**src/hdl/cwh_pkg.sv**
```systemverilog
`timescale 1ns / 1ps
`default_nettype none
// ----------------------------------------------------------------------------
// cwh_pkg
// Shared types and constants for the colour wheel hue to rgb core.
// ----------------------------------------------------------------------------
package cwh_pkg;

	localparam int FUNC_W   = 2;
	localparam int FIELD_W  = 12;
	localparam int COLOUR_W = 8;
	localparam int IDX_W    = 5;
	localparam int ATAN_LEN = 24;
	localparam int PRE_SHIFT = 24;

	localparam logic [FUNC_W-1:0] FUNC_PRESS   = 2'd0;
	localparam logic [FUNC_W-1:0] FUNC_MOVE    = 2'd1;
	localparam logic [FUNC_W-1:0] FUNC_RELEASE = 2'd2;

	localparam logic [COLOUR_W-1:0] COLOUR_FULL = 8'd255;

	typedef logic [31:0] turn32_t;

	// arctangent of 2^-i in 2^32 units per turn
	function automatic turn32_t atan_turn32(input logic [IDX_W-1:0] idx);
		turn32_t r;
		case (idx)
			5'd0:  r = 32'h20000000;
			5'd1:  r = 32'h12E4051E;
			5'd2:  r = 32'h09FB385B;
			5'd3:  r = 32'h051111D4;
			5'd4:  r = 32'h028B0D43;
			5'd5:  r = 32'h0145D7E1;
			5'd6:  r = 32'h00A2F61E;
			5'd7:  r = 32'h00517C55;
			5'd8:  r = 32'h0028BE53;
			5'd9:  r = 32'h00145F2F;
			5'd10: r = 32'h000A2F98;
			5'd11: r = 32'h000517CC;
			5'd12: r = 32'h00028BE6;
			5'd13: r = 32'h000145F3;
			5'd14: r = 32'h0000A2FA;
			5'd15: r = 32'h0000517D;
			5'd16: r = 32'h000028BE;
			5'd17: r = 32'h0000145F;
			5'd18: r = 32'h00000A30;
			5'd19: r = 32'h00000518;
			5'd20: r = 32'h0000028C;
			5'd21: r = 32'h00000146;
			5'd22: r = 32'h000000A3;
			5'd23: r = 32'h00000051;
			default: r = 32'h00000000;
		endcase
		return r;
	endfunction

	typedef struct packed {
		logic             latch;
		logic             load;
		logic             step;
		logic [IDX_W-1:0] step_idx;
		logic             sect;
		logic             ramp;
		logic             load_out;
	} cwh_cmd_t;

	typedef struct packed {
		logic bypass;
	} cwh_status_t;

endpackage

`default_nettype wire

```
**src/hdl/cwh_ptr_if.sv**
```systemverilog
`timescale 1ns / 1ps
`default_nettype none
// ----------------------------------------------------------------------------
// cwh_ptr_if
// Pointer event channel: function code and pointer coordinates.
// ----------------------------------------------------------------------------
interface cwh_ptr_if;
	import cwh_pkg::*;

	logic                valid;
	logic                ready;
	logic [FUNC_W-1:0]   func;
	logic [FIELD_W-1:0]  pointer_x;
	logic [FIELD_W-1:0]  pointer_y;

	modport source (output valid, output func, output pointer_x, output pointer_y,
		input ready);
	modport sink (input valid, input func, input pointer_x, input pointer_y,
		output ready);
endinterface

`default_nettype wire

```
**src/hdl/cwh_rgb_if.sv**
```systemverilog
`timescale 1ns / 1ps
`default_nettype none
// ----------------------------------------------------------------------------
// cwh_rgb_if
// Picked colour channel.
// ----------------------------------------------------------------------------
interface cwh_rgb_if;
	import cwh_pkg::*;

	logic                valid;
	logic                ready;
	logic [COLOUR_W-1:0] red;
	logic [COLOUR_W-1:0] green;
	logic [COLOUR_W-1:0] blue;
	logic                at_center;

	modport source (output valid, output red, output green, output blue,
		output at_center, input ready);
	modport sink (input valid, input red, input green, input blue,
		input at_center, output ready);
endinterface

`default_nettype wire

```
**src/hdl/cwh_ctrl.sv**
```systemverilog
`timescale 1ns / 1ps
`default_nettype none
// ----------------------------------------------------------------------------
// cwh_ctrl
// Sequencer: capture arming, cordic step count, output register occupancy.
// ----------------------------------------------------------------------------
module cwh_ctrl #(
	parameter int CORDIC_STEPS = 16
) (
	input  wire                      clk,
	input  wire                      arst_n,
	input  wire                      in_valid,
	input  wire [cwh_pkg::FUNC_W-1:0] in_func,
	output logic                     in_ready,
	output logic                     out_valid,
	input  wire                      out_ready,
	output cwh_pkg::cwh_cmd_t        cmd,
	input  wire cwh_pkg::cwh_status_t status
);
	import cwh_pkg::*;

	localparam int STEPS = (CORDIC_STEPS < ATAN_LEN) ? CORDIC_STEPS : ATAN_LEN;
	localparam logic [IDX_W-1:0] LAST_IDX = IDX_W'(STEPS - 1);

	localparam logic [2:0] ST_IDLE   = 3'd0;
	localparam logic [2:0] ST_STEP   = 3'd1;
	localparam logic [2:0] ST_SECT   = 3'd2;
	localparam logic [2:0] ST_RAMP   = 3'd3;
	localparam logic [2:0] ST_FINISH = 3'd4;

	logic [2:0]       state_q, state_d;
	logic [IDX_W-1:0] cnt_q, cnt_d;
	logic             armed_q, armed_d;
	logic             full_q, full_d;
	logic             accept;

	assign in_ready  = (state_q == ST_IDLE);
	assign out_valid = full_q;
	assign accept    = in_valid && in_ready;

	always_comb begin
		state_d      = state_q;
		cnt_d        = cnt_q;
		armed_d      = armed_q;
		full_d       = full_q;
		cmd          = '0;
		cmd.step_idx = cnt_q;
		if (full_q && out_ready) begin
			full_d = 1'b0;
		end
		case (state_q)
			ST_IDLE: begin
				if (accept) begin
					case (in_func)
						FUNC_PRESS: begin
							cmd.latch = 1'b1;
							armed_d   = 1'b1;
						end
						FUNC_RELEASE: begin
							armed_d = 1'b0;
						end
						FUNC_MOVE: begin
							if (armed_q) begin
								cmd.load = 1'b1;
								cnt_d    = '0;
								state_d  = ST_STEP;
							end
						end
						default: begin
						end
					endcase
				end
			end
			ST_STEP: begin
				if (status.bypass) begin
					state_d = ST_SECT;
				end else begin
					cmd.step = 1'b1;
					if (cnt_q == LAST_IDX) begin
						state_d = ST_SECT;
					end else begin
						cnt_d = cnt_q + 1'b1;
					end
				end
			end
			ST_SECT: begin
				cmd.sect = 1'b1;
				state_d  = ST_RAMP;
			end
			ST_RAMP: begin
				cmd.ramp = 1'b1;
				state_d  = ST_FINISH;
			end
			ST_FINISH: begin
				if (!full_q || out_ready) begin
					cmd.load_out = 1'b1;
					full_d       = 1'b1;
					state_d      = ST_IDLE;
				end
			end
			default: begin
				state_d = ST_IDLE;
			end
		endcase
	end

	always_ff @(posedge clk or negedge arst_n) begin
		if (!arst_n) begin
			state_q <= ST_IDLE;
			cnt_q   <= '0;
			armed_q <= 1'b0;
			full_q  <= 1'b0;
		end else begin
			state_q <= state_d;
			cnt_q   <= cnt_d;
			armed_q <= armed_d;
			full_q  <= full_d;
		end
	end

endmodule

`default_nettype wire

```
**src/hdl/cwh_datapath.sv**
```systemverilog
`timescale 1ns / 1ps
`default_nettype none
// ----------------------------------------------------------------------------
// cwh_datapath
// Centre store, offset set-up, shared cordic vectoring step, sector mapping.
// ----------------------------------------------------------------------------
module cwh_datapath #(
	parameter int COORD_BITS = 12,
	parameter int ANGLE_BITS = 16
) (
	input  wire                          clk,
	input  wire                          arst_n,
	input  wire [cwh_pkg::FIELD_W-1:0]   pointer_x,
	input  wire [cwh_pkg::FIELD_W-1:0]   pointer_y,
	input  wire cwh_pkg::cwh_cmd_t       cmd,
	output cwh_pkg::cwh_status_t         status,
	output logic [cwh_pkg::COLOUR_W-1:0] red,
	output logic [cwh_pkg::COLOUR_W-1:0] green,
	output logic [cwh_pkg::COLOUR_W-1:0] blue,
	output logic                         at_center
);
	import cwh_pkg::*;

	localparam int W      = COORD_BITS + PRE_SHIFT + 3;
	localparam int TRIM   = 32 - ANGLE_BITS;
	localparam int SC_W   = ANGLE_BITS + 3;
	localparam logic [ANGLE_BITS-1:0] QUARTER = ANGLE_BITS'(1) << (ANGLE_BITS - 2);
	localparam logic [ANGLE_BITS-1:0] HALF    = ANGLE_BITS'(2) << (ANGLE_BITS - 2);
	localparam logic [ANGLE_BITS-1:0] THREE_Q = ANGLE_BITS'(3) << (ANGLE_BITS - 2);

	logic [COORD_BITS-1:0] cx_q, cy_q, px, py;
	logic signed [COORD_BITS:0] u, v, a, b;
	logic signed [W-1:0] x_q, y_q, x_init, y_init, xs, ys;
	logic [ANGLE_BITS-1:0] z_q, z_init;
	logic bypass_q, bypass_d, centre_q, centre_d;
	logic [32:0] atan_round;
	logic [ANGLE_BITS-1:0] atan_step;
	logic y_pos;
	logic [SC_W-1:0] scaled;
	logic [2:0] sector_s1;
	logic [ANGLE_BITS-1:0] frac_s1;
	logic [ANGLE_BITS+7:0] ramp_prod;
	logic [COLOUR_W-1:0] ramp, r_d, g_d, b_d;
	logic [COLOUR_W-1:0] red_s2, green_s2, blue_s2;

	// centre latch
	always_ff @(posedge clk or negedge arst_n) begin
		if (!arst_n) begin
			cx_q <= '0;
			cy_q <= '0;
		end else if (cmd.latch) begin
			cx_q <= px;
			cy_q <= py;
		end
	end

	assign px = COORD_BITS'(pointer_x);
	assign py = COORD_BITS'(pointer_y);

	// offset set-up, up is positive v
	always_comb begin
		u = $signed({1'b0, px}) - $signed({1'b0, cx_q});
		v = $signed({1'b0, cy_q}) - $signed({1'b0, py});
		a = v[COORD_BITS] ? -v : v;
		b = v[COORD_BITS] ? -u : u;
		x_init = $signed({{2{a[COORD_BITS]}}, a, {PRE_SHIFT{1'b0}}});
		y_init = $signed({{2{b[COORD_BITS]}}, b, {PRE_SHIFT{1'b0}}});
		centre_d = (u == '0) && (v == '0);
		bypass_d = (u == '0) || (v == '0);
		if (u == '0) begin
			z_init = (!v[COORD_BITS] && v != '0) ? '0 : HALF;
		end else if (v == '0) begin
			z_init = u[COORD_BITS] ? THREE_Q : QUARTER;
		end else begin
			z_init = v[COORD_BITS] ? HALF : '0;
		end
	end

	assign status.bypass = bypass_q;

	// one vectoring step
	always_comb begin
		xs         = x_q >>> cmd.step_idx;
		ys         = y_q >>> cmd.step_idx;
		y_pos      = !y_q[W-1] && (y_q != '0);
		atan_round = {1'b0, atan_turn32(cmd.step_idx)} + (33'(1) << (TRIM - 1));
		atan_step  = ANGLE_BITS'(atan_round >> TRIM);
	end

	always_ff @(posedge clk or negedge arst_n) begin
		if (!arst_n) begin
			bypass_q <= 1'b0;
			centre_q <= 1'b0;
		end else if (cmd.load) begin
			bypass_q <= bypass_d;
			centre_q <= centre_d;
		end
	end

	always_ff @(posedge clk) begin
		if (cmd.load) begin
			x_q <= x_init;
			y_q <= y_init;
			z_q <= z_init;
		end else if (cmd.step) begin
			if (y_pos) begin
				x_q <= x_q + ys;
				y_q <= y_q - xs;
				z_q <= z_q + atan_step;
			end else begin
				x_q <= x_q - ys;
				y_q <= y_q + xs;
				z_q <= z_q - atan_step;
			end
		end
	end

	// sector split and ramp
	assign scaled = {z_q, 2'b00} + {1'b0, z_q, 1'b0};

	always_ff @(posedge clk) begin
		if (cmd.sect) begin
			sector_s1 <= scaled[SC_W-1:ANGLE_BITS];
			frac_s1   <= scaled[ANGLE_BITS-1:0];
		end
	end

	always_comb begin
		ramp_prod = {frac_s1, 8'b0} - {8'b0, frac_s1};
		ramp      = ramp_prod[ANGLE_BITS+7:ANGLE_BITS];
		r_d = '0;
		g_d = '0;
		b_d = '0;
		case (sector_s1)
			3'd0: begin
				r_d = COLOUR_FULL;
				g_d = ramp;
			end
			3'd1: begin
				g_d = COLOUR_FULL;
				r_d = COLOUR_FULL - ramp;
			end
			3'd2: begin
				g_d = COLOUR_FULL;
				b_d = ramp;
			end
			3'd3: begin
				b_d = COLOUR_FULL;
				g_d = COLOUR_FULL - ramp;
			end
			3'd4: begin
				b_d = COLOUR_FULL;
				r_d = ramp;
			end
			default: begin
				r_d = COLOUR_FULL;
				b_d = COLOUR_FULL - ramp;
			end
		endcase
		if (centre_q) begin
			r_d = '0;
			g_d = '0;
			b_d = '0;
		end
	end

	always_ff @(posedge clk) begin
		if (cmd.ramp) begin
			red_s2   <= r_d;
			green_s2 <= g_d;
			blue_s2  <= b_d;
		end
	end

	// output register
	always_ff @(posedge clk) begin
		if (cmd.load_out) begin
			red       <= red_s2;
			green     <= green_s2;
			blue      <= blue_s2;
			at_center <= centre_q;
		end
	end

endmodule

`default_nettype wire

```
**src/hdl/color_wheel_hue_to_rgb_core.sv**
```systemverilog
`timescale 1ns / 1ps
`default_nettype none
// a pointer move passes through the load, the cordic vectoring steps, the sector, ramp and
// finish states; no steps are taken when the pointer lies on an axis or at the centre
// the core takes no new event until a move has finished, as the cordic step unit is shared;
// the finish state waits while a held result is not taken; press and release return to idle
// reset: centre cleared, capture disarmed, output register empty
// ----------------------------------------------------------------------------
// color_wheel_hue_to_rgb_core
// Colour wheel picker: pointer offset from a latched centre to an rgb hue.
// ----------------------------------------------------------------------------
module color_wheel_hue_to_rgb_core #(
	parameter int COORD_BITS   = 12,
	parameter int ANGLE_BITS   = 16,
	parameter int CORDIC_STEPS = 16
) (
	input  wire       clk,
	input  wire       arst_n,
	cwh_ptr_if.sink   pointer,
	cwh_rgb_if.source color
);
	import cwh_pkg::*;

	cwh_cmd_t    cmd;
	cwh_status_t status;

	cwh_ctrl #(
		.CORDIC_STEPS(CORDIC_STEPS)
	) u_ctrl (
		.clk       (clk),
		.arst_n    (arst_n),
		.in_valid  (pointer.valid),
		.in_func   (pointer.func),
		.in_ready  (pointer.ready),
		.out_valid (color.valid),
		.out_ready (color.ready),
		.cmd       (cmd),
		.status    (status)
	);

	cwh_datapath #(
		.COORD_BITS(COORD_BITS),
		.ANGLE_BITS(ANGLE_BITS)
	) u_datapath (
		.clk       (clk),
		.arst_n    (arst_n),
		.pointer_x (pointer.pointer_x),
		.pointer_y (pointer.pointer_y),
		.cmd       (cmd),
		.status    (status),
		.red       (color.red),
		.green     (color.green),
		.blue      (color.blue),
		.at_center (color.at_center)
	);

endmodule

`default_nettype wire

```
**src/flat_wrapper.sv**
```systemverilog
// flat-port wrapper written by rule: the top's interface ports become plain ports
module color_wheel_hue_to_rgb_core_flat import cwh_pkg::*;
#(
	parameter int COORD_BITS   = 12,
	parameter int ANGLE_BITS   = 16,
	parameter int CORDIC_STEPS = 16
)
  (clk, arst_n, pointer_valid, pointer_func, pointer_pointer_x, pointer_pointer_y, pointer_ready, color_valid, color_red, color_green, color_blue, color_at_center, color_ready);
  cwh_ptr_if pointer_i ();
  cwh_rgb_if color_i ();
  input  wire clk;
  input  wire arst_n;
  input wire logic [$bits(pointer_i.valid)-1:0] pointer_valid;
  input wire logic [$bits(pointer_i.func)-1:0] pointer_func;
  input wire logic [$bits(pointer_i.pointer_x)-1:0] pointer_pointer_x;
  input wire logic [$bits(pointer_i.pointer_y)-1:0] pointer_pointer_y;
  output wire logic [$bits(pointer_i.ready)-1:0] pointer_ready;
  output wire logic [$bits(color_i.valid)-1:0] color_valid;
  output wire logic [$bits(color_i.red)-1:0] color_red;
  output wire logic [$bits(color_i.green)-1:0] color_green;
  output wire logic [$bits(color_i.blue)-1:0] color_blue;
  output wire logic [$bits(color_i.at_center)-1:0] color_at_center;
  input wire logic [$bits(color_i.ready)-1:0] color_ready;
  assign pointer_i.valid = pointer_valid;
  assign pointer_i.func = pointer_func;
  assign pointer_i.pointer_x = pointer_pointer_x;
  assign pointer_i.pointer_y = pointer_pointer_y;
  assign pointer_ready = pointer_i.ready;
  assign color_valid = color_i.valid;
  assign color_red = color_i.red;
  assign color_green = color_i.green;
  assign color_blue = color_i.blue;
  assign color_at_center = color_i.at_center;
  assign color_i.ready = color_ready;
  color_wheel_hue_to_rgb_core #(.COORD_BITS(COORD_BITS), .ANGLE_BITS(ANGLE_BITS), .CORDIC_STEPS(CORDIC_STEPS)) u_core (.clk(clk), .arst_n(arst_n), .pointer(pointer_i), .color(color_i));
endmodule
```
**config.mk**
```make
export PLATFORM = sky130hd
export DESIGN_NAME = color_wheel_hue_to_rgb_core_flat
export DESIGN_NICKNAME = d
export VERILOG_FILES = /design/src/hdl/cwh_pkg.sv /design/src/hdl/cwh_ptr_if.sv /design/src/hdl/cwh_rgb_if.sv /design/src/hdl/cwh_ctrl.sv /design/src/hdl/cwh_datapath.sv /design/src/hdl/color_wheel_hue_to_rgb_core.sv /design/src/flat_wrapper.sv
export SDC_FILE = /design/constraint.sdc
export NUM_CORES = 1
export LEC_CHECK = 0
export BUFFER_PORTS_ARGS = -buffer_cell sky130_fd_sc_hd__buf_2
export CAP_MARGIN = 40
export CORE_AREA = 8 8 280 282
export CTS_BUF_LIST = sky130_fd_sc_hd__clkbuf_4 sky130_fd_sc_hd__clkbuf_8
export DETAILED_ROUTE_END_ITERATION = 7
export DIE_AREA = 0 0 288 290
export GPL_ROUTABILITY_DRIVEN = 1
export GPL_TIMING_DRIVEN = 0
export PLACE_DENSITY_LB_ADDON = 0.1
export SLEW_MARGIN = 20
export SYNTH_ARGS = -nofsm -noshare
export SYNTH_HDL_FRONTEND = slang
export SYNTH_SLANG_ARGS = --single-unit
```
**constraint.sdc**
```tcl
create_clock -name clk -period 18.6 [get_ports clk]
set_input_delay 4.65 -clock clk [delete_from_list [all_inputs] [get_ports clk]]
set_output_delay 4.65 -clock clk [all_outputs]
set_load 0.05 [all_outputs]
```
# After elaboration in Yosys (flattened, before gate mapping)
# Memory sizes are Yosys's and may differ from the RTL's.
# Cells that the tools add are included.
[op_classes]
add_sub_neg = 15
multipliers = 0
div = 0
magnitude_cmp = 0
eq_ne = 18
shift = 2
mux = 47
bitwise = 0
reduce_logical = 27
[op_table]
columns = ["op", "count"]
rows = [
  ["$mux 39", 6],
  ["$mux 16", 8],
  ["$add 39x39->39", 2],
  ["$sshr 39x5->39", 2],
  ["$sub 39x39->39", 2],
  ["$pmux 8 s3", 3],
  ["$reduce_bool 39->1", 1],
  ["$add 32x16->32 const B", 1],
  ["$logic_not 13->1", 2],
  ["$mux 13", 2],
  ["$neg 13->13", 2],
  ["$sub 12x12->13", 2],
  ["$mux 5", 5],
  ["$sub 24x16->24", 1],
  ["$add 18x17->19", 1],
  ["$mux 3", 6],
  ["$add 16x16->16", 1],
  ["$sub 16x16->16", 1],
  ["$pmux 3 s5", 1],
  ["$reduce_bool 13->1", 1],
  ["$eq 3x2->1 const B", 4],
  ["$mux 1", 12],
  ["$pmux 5 s2", 1],
  ["$reduce_or 2->1", 4],
  ["other kinds (21)", 38],
]
[totals]
reg_bits = 198
latch_bits = 0
mem_bits_rw = 0
mem_bits_ro = 960
input_bits = 30
output_inout_bits = 27
word_cells = 132
n_memories = 1
[mem_list]
columns = ["name", "words", "width", "read_ports", "rd_clocked_by_memory_dff", "wr", "line", "source"]
rows = [
  ["(name not given)", 32, 30, 1, 0, 0, "cwh_pkg.sv:27", "case (idx)"],
]

# Logic depth before layout (Yosys ltp)
# Gate-level depths: netlist of run 1.
[logic_depth]
word_depth = 6
ltp_mapped = 30
depth_no_buf = 25

# By module
# From an unflattened synthesis of run 1, not the netlist that was laid out.
[unflattened]
cells_unflattened = 2689
area_unflattened_um2 = 23286.1
[by_module_without_submodules]
columns = ["mod", "instances", "cells_each", "area_each_um2", "seq_area_each_um2"]
rows = [
  ["cwh_datapath", 1, 2630, 22708.0, 5004.8],
  ["cwh_ctrl", 1, 59, 578.1, 250.2],
]

# Worst setup path before layout of run 1
# No wires, ideal clock.
[synth_timing]
path_kind = "in2reg"
startpoint = "input port pointer_pointer_y[0]"
endpoint = "register u_core.u_datapath.x_q[33] (data pin)"
setup_time_ps = 271
arrival_time_ps = 7635
required_time_ps = 18329
setup_slack_ps = 10694
cell_stages = 14
n_path_buf = 1
path_cell_list = "ha_1 -> inv_1 -> fa_1 -> a21o_1 -> a21oi_1 -> nand2b_1 -> a21oi_1 -> o22ai_1 -> o21ai_0 -> o41ai_1 -> clkbuf_1 -> o21ai_0 -> xnor2_1 -> o22ai_1"
[synth_via]
elab_chain_cells = 4
[synth_lines]
columns = ["item", "line", "source"]
rows = [
  ["start: declaration", "flat_wrapper.sv:16", "input wire logic [$bits(pointer_i.pointer_y)-1:0] pointer_pointer_y;"],
  ["$sub 12x12->13 *", "cwh_datapath.sv:63", "v = $signed({1'b0, cy_q}) - $signed({1'b0, py});"],
  ["$neg 13->13", "cwh_datapath.sv:64", "a = v[COORD_BITS] ? -v : v;"],
  ["$mux 13 *", "cwh_datapath.sv:64", ""],
  ["$mux 39 *", "cwh_datapath.sv:101", "if (cmd.load) begin"],
  ["end signal: assignment", "cwh_datapath.sv:102", "x_q <= x_init;"],
  ["end signal: assignment", "cwh_datapath.sv:107", "x_q <= x_q + ys;"],
  ["end signal: assignment", "cwh_datapath.sv:111", "x_q <= x_q - ys;"],
  ["end: declaration", "cwh_datapath.sv:33", "logic signed [W-1:0] x_q, y_q, x_init, y_init, xs, ys;"],
]
# Every way passes the cells marked *; elsewhere a longest branch is shown, timed or not.
# A chain may end at the register's enable or synchronous reset.

# Worst setup path after layout of run 1
[layout_timing]
startpoint = "register u_core.u_ctrl.cnt_q[4]"
endpoint = "register u_core.u_datapath.x_q[37] (data pin)"
[layout_via]
elab_chain_cells = 5
word_cells_on_any_way = 6
cone_classes = "add/sub: 2; shift: 1; mux: 3"
[layout_lines]
columns = ["item", "line", "source"]
rows = [
  ["start: declaration", "cwh_ctrl.sv:32", "logic [IDX_W-1:0] cnt_q, cnt_d;"],
  ["start signal: assignment", "cwh_ctrl.sv:115", "cnt_q <= cnt_d;"],
  ["$sshr 39x5->39 *", "cwh_datapath.sv:84", "ys = y_q >>> cmd.step_idx;"],
  ["$sub 39x39->39 or $add 39x39->39 (tied branches)", "cwh_datapath.sv:111, cwh_datapath.sv:107", ""],
  ["$mux 39 *", "cwh_datapath.sv:106", "if (y_pos) begin"],
  ["$mux 39 *", "cwh_datapath.sv:105", "end else if (cmd.step) begin"],
  ["$mux 39 *", "cwh_datapath.sv:101", ""],
]
# Every way passes the cells marked *; elsewhere a longest branch is shown, timed or not. The select of a mux whose other input is x is not followed.

==> impl_metrics.json, run 1 <==
{
  "outcome": "complete, no violations",
  "clk_path_buf_depth": 2,
  "globalRouteOverflowTotal": 0,
  "clock_sink_count": 197,
  "finalNetCount": 2831,
  "cts_post_setup_buffers_inserted": 0,
  "via_count_of_the_first_global_routing_pass": 20600,
  "initial_utilization": 0.298,
  "max_cap_violations": 0,
  "number_of_filler_instances_in_the_final_layout": 7818,
  "async_reset_ff_frac": 0.183,
  "coreArea_um2": 73800,
  "critical_path.max_fanout": 10,
  "hold-path-cell-count": 0,
  "critical_path_arrival_ps": 8870,
  "detailedPlace.worstSlack_ps": 9890,
  "place.detailed.hpwl_um": 82400,
  "rows": 100,
  "synth_seq_cells": 197,
  "globalRouteTotalUtil": 0.238,
  "setup_ws_ps": 10080,
  "reg2regPathDepth": 26,
  "grt_max_degree": 32,
  "crit_family": "compound AO/OA/AOI/OAI gates",
  "synth_top_family_by_area": "compound AO/OA/AOI/OAI gates",
  "worstPathRequired_ps": 18950,
  "floorplan.die.width_um": 288,
  "place_area_um2": 23900,
  "routed_wire_length_per_instance_um": 28.1,
  "gp_congestion": 0.996,
  "areaGrowthSynthToFinish_pct": 11.0,
  "rr_endpoint": "u_core.u_datapath.x_q[37]$_DFFE_PP_",
  "report.final.slew_viol_count": 0,
  "setup_viol_count_final": 0,
  "die_area_um2": 83500,
  "worstMarginPinSlew_ps": 1130,
  "drt-vias-per-instance": 5.83,
  "postRouteAntennaNets": 0,
  "critPathSlowestCell": "sky130_fd_sc_hd__o41ai_1",
  "drt_first_iter_violations": 1773,
  "syn_area_um2": 22000,
  "min_period_ps": 8520,
  "synth_xor_xnor_area_share": 0.0879,
  "synth-edff-count": 113,
  "synthDistinctLibCells": 89,
  "most_numerous_cell_on_the_critical_path": "sky130_fd_sc_hd__buf_2",
  "grt_first_pass_wirelength_um": 147000,
  "io_buffer_count": 56,
  "synth_flop_cell": "sky130_fd_sc_hd__edfxtp_1",
  "timing.critical_path.buf_inv": 7,
  "synthAdderAreaFrac": 0.0930,
  "tritoncts": "yes",
  "netlist_instances": 2526,
  "finalWirelength_um": 102000,
  "timing.critical_path.from_type": "flop",
  "synth_compound_area_frac": 0.218,
  "pin_count": 57,
  "rsz0062_at_grt": "no",
  "tns_ps": 0,
  "post_synth_and_or_nand_nor_area_fraction": 0.168,
  "timing.setup.critical_path_class": "flop to flop",
  "final-hold-violation-count": 0,
  "htreeDepth": 4,
  "reg2reg_slack_ps": 10080,
  "critical_path.startpoint": "u_core.u_ctrl.cnt_q[4]$_DFFE_PN0P_",
  "holdBufCountCts": 0,
  "yosysWarnings": 0,
  "ctsRootBufferMaster": "sky130_fd_sc_hd__clkbuf_8",
  "post_route_cells_drive_above_1_share": 0.134,
  "die_y_um": 290,
  "worst_flop_to_flop_path_startpoint": "u_core.u_ctrl.cnt_q[4]$_DFFE_PN0P_",
  "insertion_delay_ps": 600,
  "grt_antenna_before_repair": 3,
  "drtPass1Iterations": 6,
  "seq_area_frac_synth": 0.239,
  "multiplexer_fraction_of_the_synthesized_cell_area": 0.149,
  "timing.hold.ws_ps": 420,
  "routed-via-count": 21200,
  "drc": 0,
  "setup.worst_path.end_class": "flop",
  "worstHoldEndpoint": "u_core.u_datapath.green[6]$_DFFE_PP_",
  "timing.hold.worst.class": "flop to flop",
  "cts-buffers-inserted": 17,
  "finish.instance_area_um2": 24400,
  "final.period_utilization": 0.458,
  "syn-mean-instance-area_um2": 8.71,
  "fin_worst_skew_ps": 36.4,
  "relSlewSlack": 0.248,
  "post_cts_resized": 0,
  "worst_hold_startpoint": "u_core.u_datapath.green_s2[6]$_SDFFCE_PP0P_",
  "maxClockFrequency_mhz": 117,
  "syn_nets": 2716,
  "clk_pin_slew_worst_paths_ps": 160,
  "critical_path.max_stage_delay_ps": 810
}
## layout by cell type, fill, tap and decap left out, drive strengths merged, types with 38 or more instances in the layout
master	instances
nand2	228
o21ai	191
nor2	170
a21oi	159
ha	154
buf	153
xnor2	138
inv	115
edfxtp	113
clkbuf	88
mux4	85
xor2	83
nand3	79
mux2i	75
a21o	65
mux2	54
nor3	51
dfxtp	48
and2	38
nor2b	38
## logic make-up after synthesis
family / Yosys count
AO/OA/AOI/OAI: 738
XOR/XNOR: 221
adder cells (fa/ha/maj): 160
buffers and inverters: 235
flip-flops: 197
multiplexers: 214
AND/OR/NAND/NOR: 761
## worst max-delay path by stage
stage,end,slack [ps],cells past startpoint
after floorplan,u_core.u_datapath.x_q[33]$_DFFE_PP_,10690,14
after global placement,u_core.u_datapath.x_q[33]$_DFFE_PP_,9110,15
after detailed placement,u_core.u_datapath.x_q[33]$_DFFE_PP_,9890,15
after CTS,u_core.u_datapath.z_q[14]$_DFFE_PP_,10060,27
after global routing,u_core.u_datapath.z_q[14]$_DFFE_PP_,9840,27
final,u_core.u_datapath.x_q[37]$_DFFE_PP_,10080,26
## cell type report
| class | instances | area, um^2 | area share |
|---|---|---|---|
| clock inverters | 15 | 223 | 0.00911 |
| flip-flops and latches | 197 | 5260 | 0.215 |
| multi-input cells | 2094 | 15800 | 0.646 |
| clock buffers | 17 | 234 | 0.00958 |
| repair buffers | 96 | 713 | 0.0292 |
| well taps | 969 | 1210 | 0.0496 |
| diodes | 3 | 7.51 | 0.000307 |
| inverters | 107 | 402 | 0.0164 |
| plain buffers | 128 | 611 | 0.0250 |
## sequential cells by signal, indices dropped and copies added (netlist names), 12 cells and up
name	flops
u_core.u_datapath.x_q	39
u_core.u_datapath.y_q	39
u_core.u_datapath.z_q	16
u_core.u_datapath.frac_s1	15
u_core.u_datapath.cx_q	12
u_core.u_datapath.cy_q	12
## routing by layer
layer / vias up / track usage / part of all wire
met5: - / 0.00238 / 0.00025
met4: 4 / 0.0924 / 0.040
met3: 155 / 0.0374 / 0.057
met2: 761 / 0.379 / 0.46
met1: 10500 / 0.320 / 0.45
li1: 9713 / - / -
## cells in the mapped netlist, types with 75 or more instances
master / number / area, um^2
sky130_fd_sc_hd__o21ai_0: 189 / 946
sky130_fd_sc_hd__edfxtp_1: 113 / 3390
sky130_fd_sc_hd__nand3_1: 79 / 395
sky130_fd_sc_hd__inv_1: 105 / 394
sky130_fd_sc_hd__mux2i_1: 75 / 751
sky130_fd_sc_hd__a21oi_1: 159 / 796
sky130_fd_sc_hd__ha_1: 154 / 1930
sky130_fd_sc_hd__nor2_1: 170 / 638
sky130_fd_sc_hd__mux4_2: 85 / 1910
sky130_fd_sc_hd__nand2_1: 228 / 856
sky130_fd_sc_hd__xor2_1: 83 / 727
sky130_fd_sc_hd__xnor2_1: 138 / 1210
## metrics by stage
stage,std cells,util
2_1_floorplan,2526,-
5_1_grt,3624,0.331
3_5_place_dp,3588,0.324
3_3_place_gp,3551,0.318
4_1_cts,3620,0.331
6_report,3626,0.331
Power of run 1 is left out: the tool's default activity adds up to more than one toggle a clock period on the data nets, which glitch-free logic cannot reach.
==> run 2, diff against run 1 <==
==> constraint.sdc (replaced) <==
create_clock -name clk -period 7.3 [get_ports clk]
set_input_delay 1.825 -clock clk [delete_from_list [all_inputs] [get_ports clk]]
set_output_delay 1.825 -clock clk [all_outputs]
set_load 0.05 [all_outputs]
==> run 2 against run 1 <==
  * Final area grew 1.8%
  * Critical path depth fell by 5
  * Worst setup slack got worse by 9900 ps
  * Clock-buffer cell count is the same
  * Wire length increased by 0.15%
  * Critical path type unchanged
==> impl_metrics.json, run 2 (synthesized netlist as in run 1, its figures left out) <==
{
  "place.detailed.hpwl_um": 82400,
  "routed-wl-met2_um": 46400,
  "worstPathRequired_ps": 7630,
  "min_period_ps": 7070,
  "mostFrequentLayoutCell": "sky130_fd_sc_hd__nand2_1",
  "io_buffer_count": 56,
  "finalNetCount": 2842,
  "globalRouteTotalUtil": 0.238,
  "place_area_um2": 23900,
  "outcome": "complete, no violations",
  "critical_path.startpoint": "u_core.u_ctrl.cnt_q[0]$_DFFE_PN0P_",
  "finalWirelength_um": 102000,
  "final-hold-violation-count": 0,
  "drt-vias-per-instance": 5.82,
  "cts-buffers-inserted": 17,
  "die_y_um": 290,
  "worst_hold_startpoint": "u_core.u_datapath.green_s2[6]$_SDFFCE_PP0P_",
  "timing.critical_path.from_type": "flop",
  "clk_pin_slew_worst_paths_ps": 140,
  "final.period_utilization": 0.968,
  "maxClockFrequency_mhz": 141,
  "insertion_delay_ps": 600,
  "tritoncts": "yes",
  "worstMarginPinSlew_ps": 952,
  "reg2reg_slack_ps": 230,
  "critical_path.max_fanout": 10,
  "dr.max_layer_used": "met4",
  "timing.hold.worst.class": "flop to flop",
  "pin_count": 57,
  "finish.instance_area_um2": 24900,
  "globalRouteOverflowTotal": 0,
  "gp_congestion": 0.996,
  "routedLengthMet1_um": 45000,
  "die_area_um2": 83500,
  "final_cell_mix": "sky130_fd_sc_hd__nand2_1, sky130_fd_sc_hd__o21ai_0, sky130_fd_sc_hd__nor2_1",
  "grt_first_pass_wirelength_um": 147000,
  "clock_sink_count": 197,
  "drt_first_iter_violations": 1772,
  "setup.worst_path.end_class": "flop",
  "floorplan.die.width_um": 288,
  "setup_viol_count_final": 0,
  "fin_worst_skew_ps": 36.5,
  "critical_path_arrival_ps": 7400,
  "routed-via-count": 21200,
  "routed_wire_length_per_instance_um": 28.0,
  "relSlewSlack": 0.359,
  "drc": 0,
  "report.final.slew_viol_count": 0,
  "clk_path_buf_depth": 2,
  "ctsRootBufferMaster": "sky130_fd_sc_hd__clkbuf_8",
  "htreeDepth": 4,
  "postRouteAntennaNets": 0,
  "worst_flop_to_flop_path_startpoint": "u_core.u_ctrl.cnt_q[0]$_DFFE_PN0P_",
  "areaGrowthSynthToFinish_pct": 13.0,
  "rsz0062_at_grt": "yes",
  "biggestRegsByFlops": "u_core.u_datapath.x_q (39), u_core.u_datapath.y_q (39), u_core.u_datapath.z_q (16)",
  "max_cap_violations": 0,
  "via_count_of_the_first_global_routing_pass": 20600,
  "post_route_cells_drive_above_1_share": 0.158,
  "grt_antenna_before_repair": 3,
  "drtPass1Iterations": 8,
  "grt_max_degree": 32,
  "coreArea_um2": 73800,
  "route.met3.wl_um": 6330,
  "initial_utilization": 0.298,
  "timing.setup.critical_path_class": "flop to flop",
  "rows": 100
}
[run 2: final timing paths]
check / cells after the start / endpoint
max: 21 / u_core.u_datapath.y_q[34]$_DFFE_PP_
min: 0 / u_core.u_datapath.green[6]$_DFFE_PP_
max reg2reg: 21 / u_core.u_datapath.y_q[34]$_DFFE_PP_
min reg2reg: 0 / u_core.u_datapath.green[6]$_DFFE_PP_
max in group asynchronous: 2 / u_core.u_ctrl.cnt_q[1]$_DFFE_PN0P_
min in group asynchronous: 1 / u_core.u_datapath.cy_q[4]$_DFFE_PN0P_
[run 2: layout make-up]
type / count / area [um^2]
Antenna cell: 5 / 12.5
Buffer: 126 / 682
Clock buffer: 17 / 234
Clock inverter: 15 / 223
Fill cell: 7788 / 48900
Inverter: 107 / 402
Multi-Input combinational cell: 2094 / 16000
Sequential cell: 197 / 5260
Tap cell: 969 / 1210
Timing Repair Buffer: 109 / 807
[run 2: routing by layer]
layer / GRT usage / up-vias
li1: - / 9740
met1: 0.322 / 10500
met2: 0.380 / 774
met3: 0.0349 / 154
met4: 0.0924 / 0
met5: 0.00178 / -
[run 2: timing repair]
| action | CTS | global route |
|---|---|---|
| gates resized for setup | 45 | 57 |
| endpoints found under the setup margin | 39 | 25 |
| setup buffers | 4 | 9 |
| pin swaps | 3 | 6 |
| hold buffers | 0 | 0 |
[run 2: stage by stage]
step / worst slack (ps) / hold WS (ps) / utilization / TNS (ps) / std cells
finish: 233 / 421 / 0.337 / 0 / 3639
global placement: -1350 / 404 / 0.318 / -31420 / 3551
CTS: 5.27 / 417 / 0.333 / 0 / 3623
floorplan: 1440 / 400 / - / 0 / 2526
detailed placement: -1140 / 405 / 0.324 / -19050 / 3588
global route: -118 / 423 / 0.337 / -133 / 3635
[run 2: worst max-delay path: stages, from the launching register on]
cell                       delay (ps)
sky130_fd_sc_hd__dfrtp_1          510
sky130_fd_sc_hd__buf_2            280
sky130_fd_sc_hd__buf_2            370
sky130_fd_sc_hd__mux4_2           610
sky130_fd_sc_hd__mux2_2           280
sky130_fd_sc_hd__a222oi_1         650
sky130_fd_sc_hd__nand4_1          470
sky130_fd_sc_hd__nor2_4           280
sky130_fd_sc_hd__and2_1           310
sky130_fd_sc_hd__a21oi_1          130
sky130_fd_sc_hd__xnor2_1          160
sky130_fd_sc_hd__ha_1             400
sky130_fd_sc_hd__o21a_1           210
sky130_fd_sc_hd__o21a_1           160
sky130_fd_sc_hd__o21ai_0          320
sky130_fd_sc_hd__o41ai_4          200
sky130_fd_sc_hd__a31oi_4          340
sky130_fd_sc_hd__o211ai_1         260
sky130_fd_sc_hd__a21oi_1          330
sky130_fd_sc_hd__nor2b_1          260
sky130_fd_sc_hd__xor2_1           160
sky130_fd_sc_hd__o22ai_1          100
Power of run 2 is left out for the same reason.
